### src/rtl/bbc_pkg.sv
`default_nettype none

package bbc_pkg;

   // lexical modes
   typedef enum logic [2:0] {
      MODE_CODE   = 3'd0,
      MODE_SLASH  = 3'd1,
      MODE_SQUOTE = 3'd2,
      MODE_DQUOTE = 3'd3,
      MODE_CMT    = 3'd4,
      MODE_CSTAR  = 3'd5
   } lex_mode_type;

   // bracket codes, as kept on the stack
   typedef logic [1:0] bracket_type;
   localparam bracket_type BR_NONE    = 2'd0;
   localparam bracket_type BR_PAREN   = 2'd1;
   localparam bracket_type BR_BRACE   = 2'd2;
   localparam bracket_type BR_BRACKET = 2'd3;

   // result kinds
   typedef logic [2:0] match_kind_type;
   localparam match_kind_type KIND_NONE    = 3'd0;
   localparam match_kind_type KIND_SQUOTE  = 3'd4;
   localparam match_kind_type KIND_DQUOTE  = 3'd5;
   localparam match_kind_type KIND_COMMENT = 3'd6;

   // characters with a role
   typedef logic [7:0] char_type;
   localparam char_type CH_LPAREN   = 8'h28;
   localparam char_type CH_RPAREN   = 8'h29;
   localparam char_type CH_LBRACE   = 8'h7B;
   localparam char_type CH_RBRACE   = 8'h7D;
   localparam char_type CH_LBRACKET = 8'h5B;
   localparam char_type CH_RBRACKET = 8'h5D;
   localparam char_type CH_SQUOTE   = 8'h27;
   localparam char_type CH_DQUOTE   = 8'h22;
   localparam char_type CH_SLASH    = 8'h2F;
   localparam char_type CH_STAR     = 8'h2A;

   // stack command from the lexer
   typedef struct packed {
      logic        push;
      logic        pop;
      logic        clear;
      bracket_type code;
   } stack_cmd_type;

   // stack status back to the lexer
   typedef struct packed {
      logic        empty;
      logic        single;
      logic        full;
      bracket_type top;
   } stack_stat_type;

   function automatic bracket_type opener_code(input char_type ch);
      bracket_type code;
      case (ch)
         CH_LPAREN:   code = BR_PAREN;
         CH_LBRACE:   code = BR_BRACE;
         CH_LBRACKET: code = BR_BRACKET;
         default:     code = BR_NONE;
      endcase
      return code;
   endfunction

   function automatic bracket_type closer_code(input char_type ch);
      bracket_type code;
      case (ch)
         CH_RPAREN:   code = BR_PAREN;
         CH_RBRACE:   code = BR_BRACE;
         CH_RBRACKET: code = BR_BRACKET;
         default:     code = BR_NONE;
      endcase
      return code;
   endfunction

endpackage

`default_nettype wire

### src/rtl/bbc_stack.sv
`default_nettype none

module bbc_stack #(
   parameter int STACK_DEPTH = 64
) (
   input  wire logic                    clock,
   input  wire logic                    reset,
   input  wire bbc_pkg::stack_cmd_type  cmd,
   output bbc_pkg::stack_stat_type      stat
);

   localparam int DW = $clog2(STACK_DEPTH + 1);
   localparam int AW = $clog2(STACK_DEPTH);

   logic [DW-1:0]        depth_ff, depth_in;
   bbc_pkg::bracket_type top_ff, top_in;
   bbc_pkg::bracket_type below_ff, below_in;
   bbc_pkg::bracket_type rd_ff;
   bbc_pkg::bracket_type mem [STACK_DEPTH];
   logic [AW-1:0]        wr_addr;
   logic [AW-1:0]        rd_addr;

   // top and the entry under it are cached, memory prefetches the one below that
   always_comb begin
      depth_in = depth_ff;
      top_in   = top_ff;
      below_in = below_ff;
      if (cmd.clear) begin
         depth_in = '0;
      end else if (cmd.push) begin
         depth_in = depth_ff + DW'(1);
         top_in   = cmd.code;
         below_in = top_ff;
      end else if (cmd.pop) begin
         depth_in = depth_ff - DW'(1);
         top_in   = below_ff;
         below_in = rd_ff;
      end
   end

   assign wr_addr = depth_ff[AW-1:0];
   assign rd_addr = AW'(depth_in - DW'(3));

   always_ff @(posedge clock) begin
      if (reset) begin
         depth_ff <= '0;
      end else begin
         depth_ff <= depth_in;
      end
   end

   always_ff @(posedge clock) begin
      top_ff   <= top_in;
      below_ff <= below_in;
   end

   always_ff @(posedge clock) begin
      if (cmd.push && !cmd.clear) begin
         mem[wr_addr] <= cmd.code;
      end
      rd_ff <= mem[rd_addr];
   end

   assign stat.empty  = (depth_ff == '0);
   assign stat.single = (depth_ff == DW'(1));
   assign stat.full   = (depth_ff == DW'(STACK_DEPTH));
   assign stat.top    = top_ff;

endmodule

`default_nettype wire

### config.mk
export PLATFORM = sky130hd
export DESIGN_NAME = bbc_stack
export DESIGN_NICKNAME = d
export VERILOG_FILES = /design/src/rtl/bbc_pkg.sv /design/src/rtl/bbc_stack.sv
export SDC_FILE = /design/constraint.sdc
export NUM_CORES = 1
export LEC_CHECK = 0
export BUFFER_PORTS_ARGS = -buffer_cell sky130_fd_sc_hd__buf_2
export CAP_MARGIN = 10
export CORE_MARGIN = 1.5
export CORE_UTILIZATION = 55
export DETAILED_ROUTE_END_ITERATION = 7
export PLACE_DENSITY = 0.79
export SLEW_MARGIN = 20
export SYNTH_ARGS = -nofsm -noshare
export SYNTH_HDL_FRONTEND = slang
export SYNTH_SLANG_ARGS = --single-unit
### constraint.sdc
create_clock -name clock -period 3.6 [get_ports clock]
set_clock_uncertainty 0.15 [all_clocks]
set_input_delay 0.18 -clock clock [delete_from_list [all_inputs] [get_ports clock]]
set_output_delay 0.18 -clock clock [all_outputs]
set_load 0.1 [all_outputs]
==> results of run 1 <==
-- cell type report --
cell class	instances	area (sq um)	area share
inverter	4	15.0	0.00212
clock inverter	15	171	0.0241
multi-input combinational	226	1980	0.279
sequential	141	4140	0.584
timing repair buffer	24	188	0.0264
clock buffer	17	425	0.0599
tap	140	175	0.0247
-- power by group through the flow --
| stage | clock network, W | logic [W] | registers, W |
|---|---|---|---|
| floorplan | 0 | 0.000285 | 0.00187 |
| global placement | 0 | 0.000395 | 0.00187 |
| detailed placement | 0 | 0.000405 | 0.00187 |
| CTS | 0.00178 | 0.000413 | 0.00183 |
| global route | 0.00185 | 0.000443 | 0.00184 |
| finish | 0.00177 | 0.000414 | 0.00183 |
-- worst min path at each step --
stage | cells after the start | slack (ns) | end | startpoint
after global placement | 2 | 0.31 | depth_ff[2] | reset
after floorplan | 1 | 0.10 | depth_ff[3] | reset
after CTS | 4 | 0.15 | depth_ff[1] | cmd[3]
after detailed placement | 2 | 0.33 | depth_ff[3] | reset
final | 4 | 0.16 | depth_ff[1] | cmd[3]
after global routing | 1 | 0.19 | mem[23][0] | cmd[0]
-- per-stage QoR --
step | area (sq um) | hold WS (ns) | setup WS (ns) | util
floorplan | 6270 | 0.102 | 0.0199 | -
global placement | 6470 | 0.315 | 0.377 | 0.589
detailed placement | 6470 | 0.330 | 0.241 | 0.589
CTS | 7090 | 0.152 | 0.183 | 0.645
global route | 7100 | 0.189 | 0.0467 | 0.646
finish | 7100 | 0.157 | 0.228 | 0.646
-- sequential cells by signal, summed over array words and instances (netlist names) --
register,flops
rd_ff,2
below_ff,2
top_ff,2
mem,128
depth_ff,7
-- critical path, cell delays in order, from the launching register on --
cell       delay, ns
dfxtp_1         0.32
inv_1           0.09
ha_1            0.36
a211oi_2        0.08
a21oi_1         0.18
nor2_1          0.07
ha_1            0.35
buf_12          0.21
mux4_2          0.32
a21boi_0        0.13
a211oi_1        0.24
a2111oi_0       0.13
or4_1           0.57
-- cells in the final DEF (no fill, tap or decap), types with 5 or more instances in the layout --
| cell type | count |
|---|---|
| edfxtp_1 | 132 |
| nor2_1 | 76 |
| mux4_2 | 31 |
| clkbuf_16 | 17 |
| buf_4 | 11 |
| nand2_1 | 9 |
| dfxtp_1 | 9 |
| buf_2 | 9 |
| nor3_1 | 8 |
| mux2i_1 | 8 |
| a21boi_0 | 8 |
| a211oi_1 | 8 |
| a2111oi_0 | 8 |
| nand3_1 | 7 |
| xor2_1 | 6 |
| nand3b_1 | 5 |
| ha_1 | 5 |
| clkinvlp_4 | 5 |
-- kinds of logic after synthesis --
family	after synthesis
xor gates and xnor gates	10
and+or+nand+nor	133
adders and majority gates	5
buffers and inverters	28
DFF	141
muxes	45
AOI/OAI and AO/OA	33
-- layer usage --
metal,up-vias,wire (microns)
met3,33,706
met4,0,439
met1,1836,5700
li1,1594,-
met5,-,0
met2,142,6460
-- what timing repair did --
| action | CTS | global route |
|---|---|---|
| endpoints found under the setup margin | 0 | 1 |
| hold buffers | 2 | 0 |
| gates resized for setup | 0 | 2 |
| hold endpoints to repair | 7 | 0 |
==> results.py, run 1 <==
metrics = {
    "status": {
        "outcome": "complete, no violations",
    },
    "global_routing": {
        "overflow": 0,
        "grt_pass1_vias": 3642,
        "track_usage": 0.248,
        "grt_first_pass_wirelength_microns": 20900,
        "grt_max_degree": 66,
        "grt_use_met1": 0.337,
        "gr-usage-met2": 0.379,
        "antenna_found_initial": 0,
        "grt.busiest_layer": "met2",
        "groute.layer.met3.usage": 0.0593,
    },
    "placed_design": {
        "dpl.hpwl_microns": 8280,
        "routabilityCongestion": 0.863,
        "port_buffers": 11,
        "dp.cells": 533,
    },
    "synth": {
        "synth-seq-area-share": 0.663,
        "syn_avg_cell_area_sq_um": 15.8,
        "yosys_warnings": 0,
        "synthSimpleGateAreaFrac": 0.108,
        "synth_common_cells": "132 x edfxtp_1, 76 x nor2_1, 31 x mux4_2",
        "synth_top_family_by_area": "multiplexers",
        "yosys.cell_types.count": 50,
        "synth_area_leaders": "edfxtp_1 63%, mux4_2 11%, nor2_1 4.6%, dfxtp_1 2.9%, mux2i_1 1.3%",
        "synth_nets": 407,
        "synth_seq_cells": 141,
        "synth-xor-area-share": 0.0140,
        "synth_area_leader_cell": "edfxtp_1",
        "async_flop_share": 0,
        "synth_compound_area_frac": 0.0416,
        "yosysTopAreaCellShare": 0.634,
        "synth_cells": 395,
        "synth_adder_area_share": 0.0100,
        "synth-edff-count": 132,
        "synth.most_common_cell": "edfxtp_1",
        "synthMuxAreaShare": 0.138,
        "ys.flop_type": "edfxtp_1",
        "syn_area_sq_um": 6250,
    },
    "die": {
        "die_h_microns": 110,
        "start_util": 0.569,
        "io_pins": 12,
        "placementRows": 38,
        "core_sq_um": 11000,
        "fp.dieW_microns": 110,
        "die_area_sq_um": 12000,
    },
    "clock_network": {
        "clk_path_buf_depth": 2,
        "cts_root_buf": "clkbuf_16",
        "cts_inserted_buffers": 17,
        "cts_setup_buffers": 0,
        "cts.reportedPaths.clkPinSlew_ns": 0.06,
        "clkSinkCount": 141,
        "insertion_delay_ns": 0.42,
        "cts_tree": "done",
        "htreeDepth": 4,
    },
    "route": {
        "first_pass_iters": 6,
        "drc_errors": 0,
        "wl_per_cell_microns": 23.5,
        "ant_nets": 0,
        "vias": 3605,
        "avgViaCountPerCell": 6.36,
        "first_iter_violations": 350,
        "totalWireLength_microns": 13300,
    },
    "worst_setup_path": {
        "crit_path_start": "depth_ff[0]",
        "timing.rr.end": "rd_ff[1]",
        "critPathArrivalTime_ns": 3.49,
        "reg2regPathDepth": 12,
        "startpoint_type": "flip-flop",
        "crit_end": "rd_ff[1]",
        "crit_required_ns": 3.72,
        "crit_fanout": 28,
        "worst-setup-path-type": "reg -> reg",
        "r2r_slack_ns": 0.23,
        "end_kind": "flip-flop",
        "reg2reg_from": "depth_ff[0]",
    },
    "job": {
        "max-cap-violations": 0,
    },
    "timing": {
        "slew_violations": 0,
        "tns_ns": 0,
        "max_slew_margin": 0.529,
        "tightest_slew_ns": 0.688,
        "finalHoldViolations": 0,
        "rsz0062_at_grt": "no",
        "post-route-period-util": 0.937,
        "timing.fmax_mhz": 297,
        "period_needed_ns": 3.37,
        "setup-violations-final": 0,
    },
    "cells_and_area": {
        "n_fill_cell": 733,
        "num_antenna_cells": 0,
        "area_growth_pct": 13.5,
        "drive_gt1_frac": 0.239,
        "fin_nets": 426,
        "stdcell_count": 567,
    },
    "power": {
        "power_w": 0.00402,
        "swShare": 0.236,
        "power_frac_comb": 0.103,
        "p_switching_w": 0.000948,
        "vdd_drop_max_uv": 410,
        "p_per_area_nw_per_um2": 566,
        "p_leak_nw": 2.28,
        "p_seq_frac": 0.457,
        "intPower_w": 0.00307,
        "p_clk_frac": 0.440,
    },
    "worst_hold_path": {
        "min_path_type": "in -> reg",
    },
}
Power figures use the tool's default switching activity.
==> run 2: changes to the inputs <==
--- a/config.mk
+++ b/config.mk
@@ -8,9 +8,9 @@
 export BUFFER_PORTS_ARGS = -buffer_cell sky130_fd_sc_hd__buf_2
 export CAP_MARGIN = 10
 export CORE_MARGIN = 1.5
-export CORE_UTILIZATION = 55
+export CORE_UTILIZATION = 40
 export DETAILED_ROUTE_END_ITERATION = 7
-export PLACE_DENSITY = 0.79
+export PLACE_DENSITY = 0.62
 export SLEW_MARGIN = 20
 export SYNTH_ARGS = -nofsm -noshare
 export SYNTH_HDL_FRONTEND = slang
==> run 2 against run 1 <==
Compared with the run above: critical path depth unchanged; global-route usage down 7.2 points; power decreased by 2.8%; final cell count up 12%; combinational power down 4%; die area increased by 36%; first-iteration DRC count grew 25%; setup slack better by 0.062 ns; worst hold slack got worse by 0.014 ns; wire length is 1.7% lower; critical path type unchanged; critical endpoint unchanged; largest cell class unchanged; largest power group unchanged; highest routed layer unchanged.
==> results.py, run 2 (synthesized netlist as in run 1, its figures left out) <==
metrics = {
    "placed_design": {
        "port_buffers": 11,
        "dpl.hpwl_microns": 8100,
        "routabilityCongestion": 0.763,
        "dpl_worst_slack_ns": 0.234,
    },
    "route": {
        "totalWireLength_microns": 13100,
        "drc_errors": 0,
        "first_pass_iters": 5,
        "first_iter_violations": 436,
        "wl_per_cell_microns": 20.5,
        "avgViaCountPerCell": 5.51,
        "vias": 3509,
        "ant_nets": 0,
    },
    "job": {
        "max-cap-violations": 0,
    },
    "power": {
        "p_seq_frac": 0.469,
        "vdd_drop_max_uv": 283,
        "intPower_w": 0.00299,
        "swShare": 0.234,
        "p_per_area_nw_per_um2": 548,
        "p_clk_frac": 0.429,
        "power_frac_comb": 0.102,
        "p_switching_w": 0.000916,
        "p_leak_nw": 2.26,
    },
    "worst_setup_path": {
        "r2r_slack_ns": 0.29,
        "crit_required_ns": 3.74,
        "worst-setup-path-type": "reg -> reg",
        "reg2regPathDepth": 12,
        "reg2reg_from": "depth_ff[1]",
        "startpoint_type": "flip-flop",
        "timing.rr.end": "rd_ff[1]",
        "crit_fanout": 20,
        "critPathArrivalTime_ns": 3.45,
        "end_kind": "flip-flop",
    },
    "cells_and_area": {
        "top_register": "mem",
        "final_cell_mix": "132 x edfxtp_1, 76 x nor2_1, 31 x mux4_2, 17 x clkbuf_16, 12 x buf_4",
        "drive_gt1_frac": 0.235,
        "n_fill_cell": 1285,
        "area_growth_pct": 14.0,
        "num_antenna_cells": 0,
        "largestRegisters": "mem x128, depth_ff x7",
        "largest_register_ffs": 128,
        "final_common_cell": "edfxtp_1",
        "fin_nets": 426,
    },
    "global_routing": {
        "overflow": 0,
        "grt_first_pass_wirelength_microns": 20900,
        "antenna_found_initial": 0,
        "track_usage": 0.177,
        "grt_pass1_vias": 3665,
        "grt_max_degree": 66,
    },
    "worst_hold_path": {
        "min_to": "depth_ff[1]",
        "hold_depth": 3,
        "min_path_type": "in -> reg",
        "min_from": "cmd[4]",
    },
    "timing": {
        "finalHoldViolations": 0,
        "setup-violations-final": 0,
        "tns_ns": 0,
        "worst_slack_ns": 0.290,
        "timing.fmax_mhz": 302,
        "period_needed_ns": 3.31,
        "post-route-period-util": 0.919,
        "tightest_slew_ns": 0.673,
        "slew_violations": 0,
        "max_slew_margin": 0.550,
        "rsz0062_at_grt": "no",
    },
    "clock_network": {
        "clkSinkCount": 141,
        "cts_inserted_buffers": 17,
        "clk_path_buf_depth": 2,
        "insertion_delay_ns": 0.42,
        "cts_root_buf": "clkbuf_16",
        "cts_tree": "done",
        "cts.reportedPaths.clkPinSlew_ns": 0.06,
        "htreeDepth": 4,
        "cts_setup_buffers": 0,
    },
    "die": {
        "die_area_sq_um": 16400,
        "fp.dieW_microns": 128,
        "io_pins": 12,
        "core_sq_um": 15300,
        "placementRows": 45,
        "die_h_microns": 128,
        "start_util": 0.410,
    },
    "status": {
        "outcome": "complete, no violations",
    },
}
run 2: what timing repair did:
action / 4_1_cts / 5_1_grt
endpoints found under the setup margin: 0 / 1
hold buffers: 2 / 0
resized for setup: 0 / 1
endpoints found under the hold margin: 7 / 0
run 2: cell type report:
type	instances	area (sq um)	share of cell area
multi-input cells	226	1970	0.277
clock buffers	17	425	0.0597
inverters	4	15.0	0.00211
clock inverters	14	143	0.0200
well taps	211	264	0.0370
repair buffers	24	166	0.0233
flip-flops and latches	141	4140	0.581
run 2: stage by stage:
stage,hold slack (ns),utilization,std cells,power (W),cell area (sq um)
floorplan,0.102,-,395,0.00216,6270
global placement,0.316,0.428,604,0.00226,6530
detailed placement,0.325,0.428,604,0.00226,6530
CTS,0.128,0.467,637,0.00393,7120
global route,0.187,0.467,637,0.00403,7130
finish,0.143,0.467,637,0.00391,7130
run 2: worst max-delay path by stage:
stage / start / end / slack [ns]
6_report: depth_ff[1] / rd_ff[1] / 0.29
5_1_grt: depth_ff[0] / rd_ff[0] / 0.02
4_1_cts: depth_ff[1] / rd_ff[1] / 0.23
3_5_place_dp: depth_ff[1] / rd_ff[1] / 0.23
3_3_place_gp: depth_ff[1] / rd_ff[0] / 0.38
2_1_floorplan: depth_ff[3] / stat[2] / 0.02
run 2: power by group through the flow:
stage	combinational, W	sequential [W]	clock, W
CTS	0.000398	0.00183	0.00170
global route	0.000434	0.00184	0.00176
global placement	0.000388	0.00187	0
floorplan	0.000285	0.00187	0
detailed placement	0.000395	0.00187	0
finish	0.000397	0.00183	0.00168
run 2: critical path, stage by stage (launching register included):
cell	delay, ns
dfxtp_1	0.33
inv_1	0.11
ha_1	0.34
a211oi_1	0.25
a21oi_1	0.08
nor2_1	0.15
ha_1	0.28
buf_6	0.20
mux4_2	0.29
a21boi_0	0.13
a211oi_1	0.26
a2111oi_0	0.10
or4_1	0.52
run 2: per-layer routing:
metal	vias up	part of all wire	routed length [microns]	track usage
met3	23	0.062	811	0.0442
met4	0	0.022	287	0.0767
met1	1789	0.44	5760	0.238
met2	109	0.48	6230	0.274
met5	-	0	0	0
li1	1588	-	-	-
